**config.mk**
```make
export PLATFORM = sky130hd
export DESIGN_NAME = pose_frame_deframer
export DESIGN_NICKNAME = d
export VERILOG_FILES = /design/src/hw/rtl/pfd_pkg.sv /design/src/hw/rtl/pfd_cfg_regs.sv /design/src/hw/rtl/pfd_parser.sv /design/src/hw/rtl/pfd_result_reg.sv /design/src/hw/rtl/pose_frame_deframer.sv
export VERILOG_INCLUDE_DIRS = /design/src /design/src/hw/rtl
export SDC_FILE = /design/constraint.sdc
export NUM_CORES = 1
export LEC_CHECK = 0
export BUFFER_PORTS_ARGS = -buffer_cell sky130_fd_sc_hd__buf_4
export CAP_MARGIN = 20
export CORE_MARGIN = 4
export CORE_UTILIZATION = 35
export DETAILED_ROUTE_END_ITERATION = 10
export GPL_ROUTABILITY_DRIVEN = 1
export MAX_ROUTING_LAYER = met4
export SYNTH_ARGS = -nofsm -noshare
export SYNTH_HDL_FRONTEND = slang
export SYNTH_SLANG_ARGS = --single-unit
```
**constraint.sdc**
```tcl
create_clock -name clk -period 14 [get_ports clk]
set_input_delay 0.7 -clock clk [delete_from_list [all_inputs] [get_ports clk]]
set_output_delay 0.7 -clock clk [all_outputs]
set_load 0.005 [all_outputs]
```
**src/hw/rtl/pose_frame_deframer_assert.svh**
```systemverilog
// Assertion macros for the pose frame deframer.
// Included by the RTL files that carry concurrent assertions; no other dependencies.
`ifndef POSE_FRAME_DEFRAMER_ASSERT_SVH
`define POSE_FRAME_DEFRAMER_ASSERT_SVH

`ifndef ASSERT_OFF
`define PFD_ASSERT(label, clk, rst_n, prop, msg) \
	label: assert property (@(posedge clk) disable iff (!rst_n) prop) else $error(msg);
`define PFD_ASSERT_NEXT(label, clk, rst_n, pre, post, msg) \
	label: assert property (@(posedge clk) disable iff (!rst_n) pre |=> post) else $error(msg);
`else
`define PFD_ASSERT(label, clk, rst_n, prop, msg)
`define PFD_ASSERT_NEXT(label, clk, rst_n, pre, post, msg)
`endif

`endif

```
**src/hw/rtl/pfd_pkg.sv**
```systemverilog
// Shared types and constants of the pose frame deframer.
// Used by every RTL module of the block; depends on nothing.
package pfd_pkg;

	localparam int PAYLOAD_BYTES = 24;
	localparam int NUM_WORDS     = 6;
	localparam int CNT_W         = 5;
	localparam int CFG_IDX_W     = 2;

	typedef enum logic [CFG_IDX_W-1:0] {
		REG_HEADER_0 = 2'd0,
		REG_HEADER_1 = 2'd1,
		REG_TAIL_0   = 2'd2,
		REG_TAIL_1   = 2'd3
	} cfg_index_t;

	typedef enum logic [4:0] {
		PH_HEAD0 = 5'b00001,
		PH_HEAD1 = 5'b00010,
		PH_DATA  = 5'b00100,
		PH_TAIL0 = 5'b01000,
		PH_TAIL1 = 5'b10000
	} phase_t;

	typedef struct packed {
		logic [7:0] header_0;
		logic [7:0] header_1;
		logic [7:0] tail_0;
		logic [7:0] tail_1;
	} cfg_t;

	typedef struct packed {
		logic [31:0] yaw;
		logic [31:0] pitch;
		logic [31:0] roll;
		logic [31:0] pos_x;
		logic [31:0] pos_y;
		logic [31:0] rate;
	} pose_t;

endpackage

```
**src/hw/rtl/pfd_cfg_regs.sv**
```systemverilog
// Configuration registers holding the expected header and tail bytes.
// Depends on pfd_pkg for the register index codes and the cfg_t struct.
module pfd_cfg_regs (
	input  logic                          clk,
	input  logic                          arst_n,
	input  logic                          cfg_we,
	input  logic [pfd_pkg::CFG_IDX_W-1:0] cfg_index,
	input  logic [7:0]                    cfg_data,
	output pfd_pkg::cfg_t                 cfg
);

	pfd_pkg::cfg_t cfg_q;

	always_ff @(posedge clk or negedge arst_n) begin
		if (!arst_n) begin
			cfg_q.header_0 <= 8'd13;
			cfg_q.header_1 <= 8'd10;
			cfg_q.tail_0   <= 8'd10;
			cfg_q.tail_1   <= 8'd13;
		end else if (cfg_we) begin
			unique case (pfd_pkg::cfg_index_t'(cfg_index))
				pfd_pkg::REG_HEADER_0: cfg_q.header_0 <= cfg_data;
				pfd_pkg::REG_HEADER_1: cfg_q.header_1 <= cfg_data;
				pfd_pkg::REG_TAIL_0:   cfg_q.tail_0   <= cfg_data;
				pfd_pkg::REG_TAIL_1:   cfg_q.tail_1   <= cfg_data;
				default: ;
			endcase
		end
	end

	assign cfg = cfg_q;

endmodule

```
**src/hw/rtl/pfd_parser.sv**
```systemverilog
// Frame state machine and payload shift line of the pose frame deframer.
// Depends on pfd_pkg and on the assertion macros in pose_frame_deframer_assert.svh.
`include "pose_frame_deframer_assert.svh"

module pfd_parser (
	input  logic           clk,
	input  logic           arst_n,
	input  pfd_pkg::cfg_t  cfg,
	input  logic           byte_valid,
	input  logic [7:0]     byte_data,
	input  logic           slot_busy,
	output logic           take,
	output logic           emit,
	output pfd_pkg::pose_t pose
);

	pfd_pkg::phase_t                phase_q;
	pfd_pkg::phase_t                phase_d;
	logic [pfd_pkg::CNT_W-1:0]      count_q;
	logic [pfd_pkg::CNT_W-1:0]      count_d;
	logic [pfd_pkg::CNT_W-1:0]      count_inc;
	logic                           store_en;
	logic                           frame_hit;
	logic [7:0]                     store_q [pfd_pkg::PAYLOAD_BYTES];
	logic [pfd_pkg::NUM_WORDS*32-1:0] words;

	localparam logic [pfd_pkg::CNT_W-1:0] FULL = pfd_pkg::CNT_W'(pfd_pkg::PAYLOAD_BYTES);

	// A completed frame needs a free result slot; every other byte goes through.
	assign frame_hit = (phase_q == pfd_pkg::PH_TAIL1) && (byte_data == cfg.tail_1);
	assign take      = byte_valid && !(frame_hit && slot_busy);
	assign emit      = take && frame_hit;
	assign count_inc = count_q + 1'b1;

	always_comb begin
		phase_d  = phase_q;
		count_d  = count_q;
		store_en = 1'b0;
		unique case (phase_q)
			pfd_pkg::PH_HEAD0: begin
				if (byte_data == cfg.header_0) phase_d = pfd_pkg::PH_HEAD1;
			end
			pfd_pkg::PH_HEAD1: begin
				if (byte_data == cfg.header_1) begin
					phase_d = pfd_pkg::PH_DATA;
					count_d = '0;
				end else begin
					phase_d = pfd_pkg::PH_HEAD0;
				end
			end
			pfd_pkg::PH_DATA: begin
				if (count_q < FULL) begin
					store_en = 1'b1;
					count_d  = count_inc;
				end
				if (count_d >= FULL) phase_d = pfd_pkg::PH_TAIL0;
			end
			pfd_pkg::PH_TAIL0: begin
				phase_d = (byte_data == cfg.tail_0) ? pfd_pkg::PH_TAIL1 : pfd_pkg::PH_HEAD0;
			end
			pfd_pkg::PH_TAIL1: begin
				phase_d = pfd_pkg::PH_HEAD0;
			end
			default: phase_d = pfd_pkg::PH_HEAD0;
		endcase
	end

	always_ff @(posedge clk or negedge arst_n) begin
		if (!arst_n) begin
			phase_q <= pfd_pkg::PH_HEAD0;
			count_q <= '0;
		end else if (take) begin
			phase_q <= phase_d;
			count_q <= count_d;
		end
	end

	// Each frame shifts in exactly one full payload, so the oldest byte ends up in entry zero.
	always_ff @(posedge clk) begin
		if (take && store_en) begin
			for (int i = 0; i < pfd_pkg::PAYLOAD_BYTES - 1; i++) begin
				store_q[i] <= store_q[i+1];
			end
			store_q[pfd_pkg::PAYLOAD_BYTES-1] <= byte_data;
		end
	end

	always_comb begin
		for (int w = 0; w < pfd_pkg::NUM_WORDS; w++) begin
			words[w*32 +: 32] = {store_q[4*w+3], store_q[4*w+2], store_q[4*w+1], store_q[4*w]};
		end
	end

	assign pose.yaw   = words[0*32 +: 32];
	assign pose.pitch = words[1*32 +: 32];
	assign pose.roll  = words[2*32 +: 32];
	assign pose.pos_x = words[3*32 +: 32];
	assign pose.pos_y = words[4*32 +: 32];
	assign pose.rate  = words[5*32 +: 32];

	`PFD_ASSERT(a_emit_full, clk, arst_n, emit |-> (count_q == FULL), "frame emitted with short payload")
	`PFD_ASSERT(a_tail_full, clk, arst_n, (phase_q == pfd_pkg::PH_TAIL0) |-> (count_q == FULL), "tail phase without full payload")
	`PFD_ASSERT_NEXT(a_data_count, clk, arst_n, (take && phase_q == pfd_pkg::PH_DATA), (count_q == pfd_pkg::CNT_W'($past(count_q) + 1'b1)), "payload count did not advance")

endmodule

```
**src/hw/rtl/pfd_result_reg.sv**
```systemverilog
// Output register that holds one decoded pose until the receiver takes it.
// Depends on pfd_pkg for the pose_t struct.
module pfd_result_reg (
	input  logic           clk,
	input  logic           arst_n,
	input  logic           load,
	input  pfd_pkg::pose_t pose_in,
	input  logic           res_stall,
	output logic           res_valid,
	output pfd_pkg::pose_t pose_out
);

	logic           valid_q;
	pfd_pkg::pose_t pose_q;

	always_ff @(posedge clk or negedge arst_n) begin
		if (!arst_n) begin
			valid_q <= 1'b0;
		end else if (load) begin
			valid_q <= 1'b1;
		end else if (!res_stall) begin
			valid_q <= 1'b0;
		end
	end

	always_ff @(posedge clk) begin
		if (load) begin
			pose_q <= pose_in;
		end
	end

	assign res_valid = valid_q;
	assign pose_out  = pose_q;

endmodule

```
**src/hw/rtl/pose_frame_deframer.sv**
```systemverilog
// Top level of the pose frame deframer: input register, configuration registers, parser and result register.
// Depends on pfd_pkg, pfd_cfg_regs, pfd_parser and pfd_result_reg.

// The block takes one received serial byte per cycle while the input is not stalled, and delivers
// one pose of six 32-bit words. A byte is held in the input register, the frame state machine
// handles it there, and a good frame loads the result register. Input stalls only when a
// frame-closing byte meets a result that is still held by the receiver.
module pose_frame_deframer (
	input  logic                          clk,
	input  logic                          arst_n,
	input  logic                          in_valid,
	output logic                          in_stall,
	input  logic [7:0]                    rx_byte,
	input  logic                          cfg_we,
	input  logic [pfd_pkg::CFG_IDX_W-1:0] cfg_index,
	input  logic [7:0]                    cfg_data,
	output logic                          res_valid,
	input  logic                          res_stall,
	output logic [31:0]                   yaw_bits,
	output logic [31:0]                   pitch_bits,
	output logic [31:0]                   roll_bits,
	output logic [31:0]                   pos_x_bits,
	output logic [31:0]                   pos_y_bits,
	output logic [31:0]                   rate_bits
);

	pfd_pkg::cfg_t  cfg;
	pfd_pkg::pose_t pose;
	pfd_pkg::pose_t pose_q;
	logic           valid_s1;
	logic [7:0]     byte_s1;
	logic           take;
	logic           emit;

	assign in_stall = valid_s1 && !take;

	always_ff @(posedge clk or negedge arst_n) begin
		if (!arst_n) begin
			valid_s1 <= 1'b0;
		end else if (!in_stall) begin
			valid_s1 <= in_valid;
		end
	end

	always_ff @(posedge clk) begin
		if (in_valid && !in_stall) begin
			byte_s1 <= rx_byte;
		end
	end

	pfd_cfg_regs u_cfg (
		.clk       (clk),
		.arst_n    (arst_n),
		.cfg_we    (cfg_we),
		.cfg_index (cfg_index),
		.cfg_data  (cfg_data),
		.cfg       (cfg)
	);

	pfd_parser u_parser (
		.clk        (clk),
		.arst_n     (arst_n),
		.cfg        (cfg),
		.byte_valid (valid_s1),
		.byte_data  (byte_s1),
		.slot_busy  (res_valid && res_stall),
		.take       (take),
		.emit       (emit),
		.pose       (pose)
	);

	pfd_result_reg u_result (
		.clk       (clk),
		.arst_n    (arst_n),
		.load      (emit),
		.pose_in   (pose),
		.res_stall (res_stall),
		.res_valid (res_valid),
		.pose_out  (pose_q)
	);

	assign yaw_bits   = pose_q.yaw;
	assign pitch_bits = pose_q.pitch;
	assign roll_bits  = pose_q.roll;
	assign pos_x_bits = pose_q.pos_x;
	assign pos_y_bits = pose_q.pos_y;
	assign rate_bits  = pose_q.rate;

endmodule
```
* Yosys cells after proc, flatten, opt, wreduce, memory -nomap -nowiden *
Memory sizes are Yosys's and may differ from the RTL's. A register that Yosys moved wholly into a read port is not among the register bits.
Index checks and enable logic that the tools add are counted.

word-level totals
  memories = 1
  register bits = 244
  bits in writable memories = 192
  output and inout bits = 194

operators by class
  reduce and logical (&&, ||, !) cells = 19
  equal/unequal tests = 16
  multiplexer cells = 15
  order comparisons = 2
  $add $sub $neg = 1

memory list
  memory            depth  width  read ports  clocked after Yosys merged registers in  write ports  line              RTL
  u_parser.store_q  24     8      24          1                                        24           pfd_parser.sv:24  logic [7:0] store_q [pfd_pkg::PAYLOAD_BYTES];

operators with widths
  operator             number
  $eq 8x8->1           4
  $mux 5               6
  $pmux 5 s4           1
  $pmux 5 s2           1
  $logic_and 1x1->1    8
  $ne 2x1->1 const B   4
  $reduce_and 2->1     4
  $mux 1               6
  $reduce_and 3->1     2
  $add 5x1->5 const B  1
  $eq 5x1->1 const B   1
  $eq 5x2->1 const B   1
  $eq 5x3->1 const B   1
  $eq 5x4->1 const B   1
  $eq 5x5->1 const B   1
  $ge 5x5->1 const B   1
  $lt 5x5->1 const B   1
  $eq 2x2->1 const B   2
  $logic_not 1->1      3
  $mux 3               1
  $eq 2x1->1 const B   1
  $logic_not 2->1      1
  $reduce_bool 2->1    1

* Depth between registers and ports, before layout *
  depth in word-level cells = 9
  depth in mapped cells = 6
  gate-level depth less buffers = 6

* Hierarchy *
A second synthesis with hierarchy kept.

unflattened totals
  cells, all modules = 583
  area, all modules = 14097.3 µm²

by module, submodules not included
  module               area each (µm²)  sequential area each (µm²)  instances  cells an instance
  pfd_parser           6770.2           6017.0                      1          307
  pfd_result_reg       5798.1           5790.6                      1          194
  pfd_cfg_regs         1224.9           813.3                       1          68
  pose_frame_deframer  304.0            265.3                       1          14

* Worst setup path before layout *
No wires, ideal clock.

  kind = input-to-reg
  start = input port res_stall
  end = memory u_parser.store_q[0][0] (enable)
  stages = 5
  required time = 13.021 ns
  path slack = -0.969 ns
  arrival time = 13.990 ns
  buffers on the path = 0
  path through = nand2_1 > nor3b_1 > nand4_1 > nand2_1 > nor3_1

RTL lines
  element      line                       RTL
  from (decl)  pose_frame_deframer.sv:18  input logic res_stall,
  to (decl)    pfd_parser.sv:24

* Worst setup path in the final report *
  start = register byte_s1[7]
  end = register, netlist name u_result.pose_out[128]

on the way
  cells in the longest elaborated chain, start to end = 6

RTL lines
  element                 line                       RTL
  from (decl)             pose_frame_deframer.sv:31  logic [7:0] byte_s1;
  from (signal assigned)  pose_frame_deframer.sv:47  byte_s1 <= rx_byte;
  $eq 8x8->1 *            pfd_parser.sv:30           assign frame_hit = (phase_q == pfd_pkg::PH_TAIL1) && (byte_data == cfg.tail_1);
  $logic_and 1x1->1 *     pfd_parser.sv:30
  $logic_and 1x1->1       pfd_parser.sv:31           assign take = byte_valid && !(frame_hit && slot_busy);
  $logic_not 1->1         pfd_parser.sv:31
  $logic_and 1x1->1       pfd_parser.sv:31
  $logic_and 1x1->1 *     pfd_parser.sv:32           assign emit = take && frame_hit;
  named net emit          pose_frame_deframer.sv:33  logic emit;

Mark *: on every way through the listed nets, which the timed path passes. The rest lies on a longest branch.
A chain may end at the register's enable or synchronous reset.

==> out/results.ini <==
[setup_path]
worst-r2r-cell-count=6
rr_endpoint=u_result.pose_out[128]
crit_required_ps=14160
path_cells=xor2_1, nor4_1, nand4_1, a21oi_4, buf_4, buf_4
criticalPathCategory=flop to flop
reg2reg_slack_ps=10410
crit_cells=6
end_kind=flop
cp_slowest_cell=buf_4
critical_path.max_fanout=59
cpMostUsedCell=buf_4
cp.buffers_inverters=2
rr_startpoint=byte_s1[7]
critPathTopFamily=buffers and inverters
arrival_ps=3750
slowest_delay_ps=740
crit_path_start_kind=flop

[layout]
syn2layout_area_growth_pct=27.47
seq_area_um2=12890
multi_input_area_um2=1180
n_antenna_cell=0
design.final.nets=874
fillCellCount=3399
drive_above_1_share_pct=38.22

[clock_network]
clockBufferDepth=3
insertion_delay_ps=550
cts_buffers=45
cts.clk_slew.worst_paths_ps=60
cts_root_buffer=clkbuf_16
cts_max_level=2
cts_tree=yes
ctsHoldBuffers=0
postCtsSetupRepairBufs=0
cts_resized=0
clkSinkCount=436

[synth]
synth-edff-count=392
yosysWarnings=0
ys_top_cells_by_area=edfxtp_1 (84%), dfrtp_1 (5.9%), mux2_2 (2.9%)
synth_fa_ha_area_share_pct=0.08895
synth.cell_area_um2=14070
synth_top_family_by_area=multiplexers
syn_nets=608
yosysMostFrequentCell=edfxtp_1
async_flop_share_pct=10.09
ys_ff_latch=436
synth_seq_area_share_pct=91.61
synth_xor_area_share_pct=1.993
yosys.area_share.simple_pct=2.348
synth_commonest_cells=edfxtp_1 (392), mux2_2 (36), dfrtp_1 (33), xor2_1 (32), dfstp_2 (11)
syn_area_per_cell_um2=24.09
synthesis.instances=584
synth.area.mux_share_pct=2.953
synth_compound_area_share_pct=0.8450
synth_top_area_share_pct=83.69
ys.flop_type=edfxtp_1
synth_area_leader_cell=edfxtp_1
yosys.cell_types.count=36

[floorplanning]
dieArea_um2=43460
coreArea_um2=39730
initial_utilization_pct=35.40
die_h_um=208.5
rows=73
die_x_um=208.5
io_pins=217

[routing]
drt-initial-drc-count=311
wl_per_cell_um=17.96
drt-total-wl_um=25360
viasPerCell=4.418
ant_nets=0
drc=0
first_pass_iters=4
via_count=6238

[timing]
hold_slack_ps=156.9
tns_ps=0
fmax_ghz=0.2789
slew_headroom_pct=7.226
fin_skew_ps=24.49
finalCritPeriodShare_pct=25.61
setup_viol=0
grt_setup_unrepaired=no
period_minus_slack_ps=3585
worstMarginPinSlew_ps=1392
hold_viol=0
drv_slew=0

[placed_design]
portBuffers=216
gp_congestion=0.7731
dp_hpwl_um=15800

[outcome]
status=completed

[power]
power.density_nw_per_um2=152.9
ir_drop_mv=0.07754
p_leak_uw=0.006301

[grt]
grt_pass1_vias=6457
grt_max_degree=187
grt_usage_pct=11.75
antenna_found_initial=0
grt-ovfl-total=0
grt_pass1_wl_um=38450

[run]
max-cap-violations=0

[min_path]
min_path_type=primary input to async pin

per-stage QoR:
step           utilization, %  power, uW  instance area [um2]  std cells  worst slack (ps)
2_1_floorplan               -       1529                14070        584              2696
3_3_place_gp            41.29       1557                16410       1328             10370
3_5_place_dp            41.29       1559                16410       1328             10350
4_1_cts                 45.13       2782                17930       1412             10320
5_1_grt                 45.13       2859                17930       1412             10110
6_report                45.13       2741                17930       1412             10410
registers in the layout, summed over array words and instances (netlist names):
name and count:
u_result.pose_out 192, u_parser.phase_q 5, u_parser.store_q 192, byte_s1 8
u_cfg.cfg 32, u_result.res_valid 1, u_parser.count_q 5, valid_s1 1
power breakdown:
part	switching (uW)	internal, uW
logic	38.7	40.8
clock network	468	743
registers	21.9	1430
area by class of cell:
type / count / share of cell area (%)
clock inverter: 21 / 1.438
multi-input combinational: 142 / 6.581
clock buffer: 63 / 7.062
timing repair buffer: 220 / 9.281
tap: 525 / 3.664
sequential: 436 / 71.87
inverter: 5 / 0.1047
worst max path at each step:
stage | from | to | slack (ps)
3_5_place_dp | byte_s1[7] | u_result.pose_out[128] | 10350
2_1_floorplan | byte_s1[7] | u_result.pose_out[0] | 2700
5_1_grt | byte_s1[7] | u_result.pose_out[144] | 10110
6_report | byte_s1[7] | u_result.pose_out[128] | 10410
3_3_place_gp | byte_s1[7] | u_result.pose_out[176] | 10370
4_1_cts | byte_s1[7] | u_result.pose_out[128] | 10320
cell families (layout without fill, tap and decap cells):
| kind of cell | count (synthesis) | in the layout |
|---|---|---|
| flip-flops | 436 | 436 |
| AND/OR/NAND/NOR | 54 | 54 |
| multiplexers | 37 | 37 |
| XOR/XNOR | 32 | 32 |
| AO/OA/AOI/OAI | 18 | 18 |
| buffers and inverters | 6 | 309 |
| adder cells (fa/ha/maj) | 1 | 1 |
routing by layer:
layer / part of all wire, % / track usage (%)
met4: 1.9 / 3.262
met2: 45 / 17.16
met5: 0 / -
met1: 45 / 15.70
met3: 7.8 / 4.237
layout by cell type (no fill, tap or decap), drive strengths merged, types with 6 or more instances in the layout:
cell type	Yosys	routed
edfxtp	392	392
buf	1	220
clkbuf	0	63
mux2	36	36
dfrtp	33	33
xor2	32	32
clkinv	0	12
dfstp	11	11
nand2	8	8
nor4	8	8
nand3	7	7
inv	5	7
bufinv	0	6
(Power assumes the default switching activity.)
